<file path="src/design/gsfr_pkg.sv">
`timescale 1ns / 1ps
`default_nettype none

package gsfr_pkg;

	localparam int unsigned ByteW    = 8;
	localparam int unsigned StatusW  = 2;
	localparam int unsigned ReadingW = 16;
	localparam int unsigned PosW     = 4;
	localparam int unsigned SumW     = 16;

	// tdata widths, padded to whole bytes
	localparam int unsigned InDataW  = 8;
	localparam int unsigned OutDataW = 24;

	localparam logic [ByteW-1:0] HdrFirst  = 8'h42;
	localparam logic [ByteW-1:0] HdrSecond = 8'h4D;
	localparam logic [ByteW-1:0] LenExpect = 8'h08;

	// frame byte positions
	localparam logic [PosW-1:0] PosAfterHdr = 4'd2;
	localparam logic [PosW-1:0] PosLength   = 4'd3;
	localparam logic [PosW-1:0] PosValHigh  = 4'd4;
	localparam logic [PosW-1:0] PosValLow   = 4'd5;
	localparam logic [PosW-1:0] PosLastSum  = 4'd9;
	localparam logic [PosW-1:0] PosSumHigh  = 4'd10;
	localparam logic [PosW-1:0] PosFinal    = 4'd11;

	typedef enum logic [StatusW-1:0] {
		ST_OK     = 2'd0,
		ST_BADLEN = 2'd1,
		ST_BADSUM = 2'd2
	} frame_status_t;

	typedef enum logic [2:0] {
		PH_IDLE    = 3'b001,
		PH_GOT42   = 3'b010,
		PH_COLLECT = 3'b100
	} phase_t;

	typedef struct packed {
		frame_status_t         frame_status;
		logic [ReadingW-1:0]   gas_reading;
	} result_t;

endpackage

`default_nettype wire

</file>
<file path="src/design/gsfr_in_stage.sv">
`timescale 1ns / 1ps
`default_nettype none

module gsfr_in_stage
	import gsfr_pkg::*;
(
	input  wire logic             clk,
	input  wire logic             arst_n,
	input  wire logic             s_tvalid,
	output logic                  s_tready,
	input  wire logic [ByteW-1:0] s_tdata,
	output logic                  byte_valid,
	output logic [ByteW-1:0]      byte_data,
	input  wire logic             byte_take
);

	logic             valid_s1;
	logic [ByteW-1:0] data_s1;

	assign s_tready   = !valid_s1 || byte_take;
	assign byte_valid = valid_s1;
	assign byte_data  = data_s1;

	always_ff @(posedge clk or negedge arst_n) begin
		if (!arst_n) begin
			valid_s1 <= 1'b0;
		end else if (s_tready) begin
			valid_s1 <= s_tvalid;
		end
	end

	always_ff @(posedge clk) begin
		if (s_tready && s_tvalid) begin
			data_s1 <= s_tdata;
		end
	end

endmodule

`default_nettype wire

</file>
<file path="src/design/gsfr_parser.sv">
`timescale 1ns / 1ps
`default_nettype none

module gsfr_parser
	import gsfr_pkg::*;
(
	input  wire logic             clk,
	input  wire logic             arst_n,
	input  wire logic             byte_valid,
	input  wire logic [ByteW-1:0] byte_data,
	output logic                  byte_take,
	input  wire logic             res_space,
	output logic                  res_valid,
	output result_t               res
);

	phase_t                phase_q;
	logic [PosW-1:0]       pos_q;
	logic [SumW-1:0]       sum_q;
	logic [ByteW-1:0]      len_q;
	logic [ByteW-1:0]      val_hi_q;
	logic [ByteW-1:0]      val_lo_q;
	logic [ByteW-1:0]      sum_hi_q;
	logic [ReadingW-1:0]   held_q;

	logic          is_final;
	logic          sum_ok;
	frame_status_t status;

	// positions beyond the last byte are treated as the last byte
	assign is_final  = (phase_q == PH_COLLECT) && (pos_q >= PosFinal);
	assign byte_take = byte_valid && (!is_final || res_space);
	assign res_valid = byte_take && is_final;

	assign sum_ok = (sum_q[SumW-1 -: ByteW] == sum_hi_q) && (sum_q[ByteW-1:0] == byte_data);

	always_comb begin
		if (len_q != LenExpect) begin
			status = ST_BADLEN;
		end else if (!sum_ok) begin
			status = ST_BADSUM;
		end else begin
			status = ST_OK;
		end
	end

	assign res.frame_status = status;
	assign res.gas_reading  = (status == ST_OK) ? {val_hi_q, val_lo_q} : held_q;

	always_ff @(posedge clk or negedge arst_n) begin
		if (!arst_n) begin
			phase_q  <= PH_IDLE;
			pos_q    <= '0;
			sum_q    <= '0;
			len_q    <= '0;
			val_hi_q <= '0;
			val_lo_q <= '0;
			sum_hi_q <= '0;
			held_q   <= '0;
		end else if (byte_take) begin
			case (phase_q)
				PH_GOT42: begin
					if (byte_data == HdrSecond) begin
						phase_q <= PH_COLLECT;
						pos_q   <= PosAfterHdr;
						sum_q   <= SumW'(HdrFirst) + SumW'(HdrSecond);
					end else begin
						phase_q <= PH_IDLE;
					end
				end
				PH_COLLECT: begin
					if (is_final) begin
						if (status == ST_OK) begin
							held_q <= {val_hi_q, val_lo_q};
						end
						phase_q <= PH_IDLE;
						pos_q   <= '0;
					end else begin
						if (pos_q <= PosLastSum) begin
							sum_q <= sum_q + SumW'(byte_data);
						end
						if (pos_q == PosLength) begin
							len_q <= byte_data;
						end else if (pos_q == PosValHigh) begin
							val_hi_q <= byte_data;
						end else if (pos_q == PosValLow) begin
							val_lo_q <= byte_data;
						end else if (pos_q == PosSumHigh) begin
							sum_hi_q <= byte_data;
						end
						pos_q <= pos_q + 1'b1;
					end
				end
				default: begin
					phase_q <= (byte_data == HdrFirst) ? PH_GOT42 : PH_IDLE;
				end
			endcase
		end
	end

`ifndef SYNTHESIS
	a_res_only_collect: assert property (@(posedge clk) disable iff (!arst_n)
		res_valid |-> (phase_q == PH_COLLECT))
		else $error("result outside frame collection");

	a_rearm_after_res: assert property (@(posedge clk) disable iff (!arst_n)
		res_valid |=> (phase_q == PH_IDLE) && (pos_q == '0))
		else $error("parser did not rearm after frame");

	a_pos_range: assert property (@(posedge clk) disable iff (!arst_n)
		(phase_q == PH_COLLECT) |-> (pos_q >= PosAfterHdr) && (pos_q <= PosFinal))
		else $error("frame position out of range");

	a_no_take_without_space: assert property (@(posedge clk) disable iff (!arst_n)
		(byte_valid && is_final && !res_space) |=> $stable(phase_q) && $stable(held_q))
		else $error("final byte consumed while result slot full");
`endif

endmodule

`default_nettype wire

</file>
<file path="src/design/gsfr_out_stage.sv">
`timescale 1ns / 1ps
`default_nettype none

module gsfr_out_stage
	import gsfr_pkg::*;
(
	input  wire logic                clk,
	input  wire logic                arst_n,
	input  wire logic                res_valid,
	input  wire result_t             res,
	output logic                     res_space,
	output logic                     m_tvalid,
	input  wire logic                m_tready,
	output logic [OutDataW-1:0]      m_tdata
);

	logic    valid_q;
	result_t res_q;

	assign res_space = !valid_q || m_tready;
	assign m_tvalid  = valid_q;
	assign m_tdata   = {(OutDataW - StatusW - ReadingW)'(0), res_q.gas_reading,
		res_q.frame_status};

	always_ff @(posedge clk or negedge arst_n) begin
		if (!arst_n) begin
			valid_q <= 1'b0;
		end else if (res_space) begin
			valid_q <= res_valid;
		end
	end

	always_ff @(posedge clk) begin
		if (res_space && res_valid) begin
			res_q <= res;
		end
	end

endmodule

`default_nettype wire

</file>
<file path="src/design/gas_sensor_frame_receiver_top.sv">
`timescale 1ns / 1ps
`default_nettype none

// channel   dir  handshake           payload
// s_*       in   s_tvalid/s_tready   s_tdata[7:0]  rx_byte
// m_*       out  m_tvalid/m_tready   m_tdata[1:0] frame_status, [17:2] gas_reading
//
// takes one byte per cycle unless the final byte stalls; one word out per complete frame
// a byte passes the input register, then the parser into the result register
// arst_n clears the valid flags, the hunt state, the running sum and the held reading
// a full result register stalls only the final byte of a frame; other bytes keep flowing
// m_tready low never drops or repeats a word

module gas_sensor_frame_receiver_top
	import gsfr_pkg::*;
(
	input  wire logic                clk,
	input  wire logic                arst_n,
	input  wire logic                s_tvalid,
	output logic                     s_tready,
	input  wire logic [InDataW-1:0]  s_tdata,   // [7:0] rx_byte
	output logic                     m_tvalid,
	input  wire logic                m_tready,
	output logic [OutDataW-1:0]      m_tdata    // [1:0] frame_status, [17:2] gas_reading, rest 0
);

	// input register to parser
	logic             byte_valid;
	logic [ByteW-1:0] byte_data;
	logic             byte_take;

	// parser to result register
	logic    res_valid;
	logic    res_space;
	result_t res;

	// byte capture stage, frees the upstream side while a word waits downstream
	gsfr_in_stage u_in (
		.clk        (clk),
		.arst_n     (arst_n),
		.s_tvalid   (s_tvalid),
		.s_tready   (s_tready),
		.s_tdata    (s_tdata[ByteW-1:0]),
		.byte_valid (byte_valid),
		.byte_data  (byte_data),
		.byte_take  (byte_take)
	);

	// header hunt, frame collection, length and checksum check
	gsfr_parser u_parser (
		.clk        (clk),
		.arst_n     (arst_n),
		.byte_valid (byte_valid),
		.byte_data  (byte_data),
		.byte_take  (byte_take),
		.res_space  (res_space),
		.res_valid  (res_valid),
		.res        (res)
	);

	// result register toward the downstream side
	gsfr_out_stage u_out (
		.clk       (clk),
		.arst_n    (arst_n),
		.res_valid (res_valid),
		.res       (res),
		.res_space (res_space),
		.m_tvalid  (m_tvalid),
		.m_tready  (m_tready),
		.m_tdata   (m_tdata)
	);

endmodule

`default_nettype wire

</file>
<file path="config.mk">
export PLATFORM = sky130hd
export DESIGN_NAME = gas_sensor_frame_receiver_top
export DESIGN_NICKNAME = d
export VERILOG_FILES = /design/src/design/gsfr_pkg.sv /design/src/design/gsfr_in_stage.sv /design/src/design/gsfr_parser.sv /design/src/design/gsfr_out_stage.sv /design/src/design/gas_sensor_frame_receiver_top.sv
export SDC_FILE = /design/constraint.sdc
export NUM_CORES = 1
export LEC_CHECK = 0
export BUFFER_PORTS_ARGS = -buffer_cell sky130_fd_sc_hd__clkbuf_2
export CELL_PAD_IN_SITES_DETAIL_PLACEMENT = 1
export CELL_PAD_IN_SITES_GLOBAL_PLACEMENT = 2
export CORE_MARGIN = 2
export CORE_UTILIZATION = 42
export CTS_CLUSTER_SIZE = 25
export DETAILED_ROUTE_END_ITERATION = 8
export PLACE_DENSITY_LB_ADDON = 0.25
export SETUP_SLACK_MARGIN = 0.05
export SLEW_MARGIN = 0
export SYNTH_ARGS = -nofsm -noshare
export SYNTH_HDL_FRONTEND = slang
export SYNTH_SLANG_ARGS = --single-unit
</file>
<file path="constraint.sdc">
create_clock -name clk -period 4.33 [get_ports clk]
set_input_delay 0.433 -clock clk [delete_from_list [all_inputs] [get_ports clk]]
set_output_delay 0.433 -clock clk [all_outputs]
set_load 0.01 [all_outputs]
</file>
==> Flow_metrics.wiki <==
{| class="wikitable"
! Metric !! Value
|-
| Post-CTS Setup Bufs || 0
|-
| Area delta synth->final || 9.67%
|-
| Number of nets at the end of the flow || between 400 and 500
|-
| Seq. cell area || around 0.0026 mm2
|-
| # fillers || approximately 1,100
|-
| Number of antenna repair diodes || 0
|-
| Number of rows in the core area || 38
|-
| Residual overflow from global routing || 0
|-
| Clock tree from TritonCTS || yes
|-
| Count of yosys warnings during synthesis || 0
|-
| Worst endpoint data arrival time || 3130 ps
|-
| Maximum count of clock buffers along a single path || 2
|-
| Overall power after layout || around 0.0024 W
|-
| Sequential fraction of the synthesis area || a little under three fifths
|-
| Worst slew margin relative to its limit || a little under a quarter
|-
| Total negative setup slack || 0 ps
|-
| Ratio of total power to cell area || ~460 mW/mm2
|-
| Via count || ~2,900
|-
| Residual antenna-violating net count after detailed routing || 0
|-
| Start point of the critical path || u_in.byte_data[3]
|-
| Via density || around 5.4
|-
| Htree depth || 3
|-
| Type of element capturing the critical path || flop
|-
| Min Clock Period, post-route || 2870 ps
|-
| FFs w/ async S/R, synth || between 70% and 80%
|-
| Commonest cells after routing, fill and taps aside || sky130_fd_sc_hd__dfrtp_1, sky130_fd_sc_hd__mux2_2, sky130_fd_sc_hd__clkbuf_2, sky130_fd_sc_hd__edfxtp_1, sky130_fd_sc_hd__nand2_1
|-
| Leading cell type in the layout, fill and taps excluded || sky130_fd_sc_hd__dfrtp_1
|-
| Post-synthesis instance area || between 0.004 and 0.005 mm2
|-
| Final RePlAce weighted congestion || 0.733
|-
| Width of the die || approximately 110 um
|-
| Via count of the first global-routing pass || approximately 3,200
|-
| Clock transition at the register clock pins on the worst setup and hold paths after CTS || ~100 ps
|-
| Unrepaired setup endpoints after global routing || no
|-
| Root Buffer Master || sky130_fd_sc_hd__clkbuf_8
|-
| Core region area || between 0.01 and 0.015 mm2
|-
| Count of final hold-check violations || 0
|-
| Maximum clock frequency || roughly 350 MHz
|-
| Num CTS Buffers || 9
|-
| Half-perimeter wire length after detailed placement || slightly above 7000 um
|-
| Average detailed-routed wire length per instance || roughly 19 um
|-
| Number of setup violations in the final report || 0
|-
| Initial cell density of the core || 43.2%
|-
| Die span in y || approximately 110 um
|-
| Max IR drop VDD || 0.000204 V
|-
| Type of the worst setup path || reg2reg
|-
| Synth Instances || between 300 and 400
|-
| Reg2reg start || u_in.byte_data[3]
|-
| Crit-path max FO || 17
|-
| Post-synthesis area per instance || ~13 um2
|-
| Run status || finished clean
|-
| Hold-fix buffers, CTS || 0
|-
| Detailed-router iteration count before antenna repair || 4
|-
| Pins Over Slew Limit || 0
|-
| Number of unique standard cell types used by synthesis || 56
|-
| Data required time at the worst endpoint || between 4000 and 5000 ps
|-
| Clock latency on the worst-skew pair || 370 ps
|-
| Largest net degree at the start of global routing || 74
|-
| Multi-input gate area in the final layout || between 0.0015 and 0.002 mm2
|-
| Share of layout cells above drive strength 1 || between 30% and 40%
|-
| Total of max-cap violations || 0
|-
| Total length of routed wires || 10,200 um
|-
| DRC viols || 0
|-
| DRT iter0 DRCs || approximately 180
|-
| Die area || about 0.012 mm2
|-
| Antenna violations before repair || 0
|-
| Clock tree skew after final layout || around 9.9 ps
|-
| Critical Path Start Type || flop
|-
| Overall Global Routing Usage || 18.6%
|-
| Wire length of the first global-routing pass || between 15,000 and 20,000 um
|-
| Clock sinks || 99
|-
| Number of ports placed on the die boundary || 38
|-
| Total of cells resized after clock tree synthesis || 0
|-
| Path class of the lowest-slack min-delay path || in2async
|-
| Number of enable flip-flop cells after synthesis || 26
|-
| Most instantiated flip-flop cell in the synthesis netlist || sky130_fd_sc_hd__dfrtp_1
|-
| Synthesized flop and latch total || 99
|-
| Transition time at the pin with the least slew margin || roughly 1200 ps
|-
| Leakage || 2.28 nW
|-
| Fraction of the cycle the final worst path needs || about two thirds
|-
| Port-buffer cells || 31
|}
registers in the layout, indices dropped and copies added (netlist names):
signal and flops:
u_parser.held_q 16, u_in.byte_valid 1, u_parser.sum_hi_q 8, u_out.m_tdata 18, u_parser.len_q 8, u_parser.val_lo_q 8, u_out.m_tvalid 1, u_parser.val_hi_q 8
u_parser.phase_q 3, u_in.byte_data 8, u_parser.pos_q 4, u_parser.sum_q 16
where the power goes:
group	internal [W]	switching, W
clock network	0.000229	0.000328
registers	0.00110	0.000149
logic	0.000255	0.000297
total	0.00158	0.000774
synthesized netlist by cell type, types with 3 or more instances:
cell type,count,area (um2)
sky130_fd_sc_hd__inv_1,10,37.5
sky130_fd_sc_hd__nor4_1,3,18.8
sky130_fd_sc_hd__clkbuf_1,4,15.0
sky130_fd_sc_hd__nor3_1,6,30.0
sky130_fd_sc_hd__buf_4,6,45.0
sky130_fd_sc_hd__a211oi_1,7,52.6
sky130_fd_sc_hd__or4_1,4,30.0
sky130_fd_sc_hd__mux2i_1,4,40.0
sky130_fd_sc_hd__nor4b_2,3,45.0
sky130_fd_sc_hd__xor2_1,3,26.3
sky130_fd_sc_hd__nor2_1,12,45.0
sky130_fd_sc_hd__nand4_1,4,25.0
sky130_fd_sc_hd__nand2b_1,7,43.8
sky130_fd_sc_hd__ha_1,12,150
sky130_fd_sc_hd__nand3_1,5,25.0
sky130_fd_sc_hd__xnor2_1,12,105
sky130_fd_sc_hd__and3_1,3,18.8
sky130_fd_sc_hd__mux2_4,10,150
sky130_fd_sc_hd__a21oi_1,14,70.1
sky130_fd_sc_hd__edfxtp_1,26,781
sky130_fd_sc_hd__mux2_2,54,608
sky130_fd_sc_hd__nand2_1,21,78.8
sky130_fd_sc_hd__dfrtp_1,72,1800
sky130_fd_sc_hd__buf_2,5,25.0
sky130_fd_sc_hd__o21ai_0,11,55.1
sky130_fd_sc_hd__o31ai_1,5,37.5
per-stage QoR:
step	instances	cell area [um2]	utilization [%]	hold WS, ps	setup WS [ps]
global route	539	5160	47.4	219	1310
detailed placement	523	4990	45.8	481	1470
global placement	523	4990	45.8	471	1420
finish	539	5160	47.4	189	1460
CTS	539	5160	47.4	217	1420
floorplan	366	4730	-	137	1260
worst max-delay path, stage by stage, from the launching register on:
cell	delay, ps
sky130_fd_sc_hd__edfxtp_1	590
sky130_fd_sc_hd__ha_1	450
sky130_fd_sc_hd__nor4_1	340
sky130_fd_sc_hd__nand4_1	230
sky130_fd_sc_hd__nor4_4	250
sky130_fd_sc_hd__buf_4	300
sky130_fd_sc_hd__nand2_4	230
sky130_fd_sc_hd__mux2_4	360
area by class of cell:
class                   instances  share of cell area [%]
clock inverters                 5                   0.678
multi-input cells             241                    38.6
flip-flops and latches         99                    50.5
well taps                     140                    3.39
clock buffers                  11                    2.74
repair buffers                 33                    3.34
inverters                      10                   0.727
path summary, 6_finish.rpt:
path	end	slack (ps)	cells past startpoint
max	u_parser.held_q[6]	1460	7
min	u_parser.sum_q[11]	190	1
max reg2reg	u_parser.held_q[6]	1460	7
min reg2reg	u_parser.sum_q[4]	490	2
max in group asynchronous	u_parser.sum_q[1]	3500	1
min in group clk	u_in.byte_data[2]	230	1
logic make-up after synthesis:
kind of cell    synth area share, %
buf+inv                        2.84
flops                          55.4
compound gates                 6.96
fa+ha+maj                      3.61
simple gates                   11.3
other cells                  0.0796
xor+xnor                       2.79
mux                            17.0
per-layer routing:
layer	global-route usage, %	part of all wire [%]
met1	25.1	48
met2	30.9	48
met3	2.55	2.3
met4	6.24	1.5
met5	0	0
Note: power is estimated with default switching activity, not from simulation.
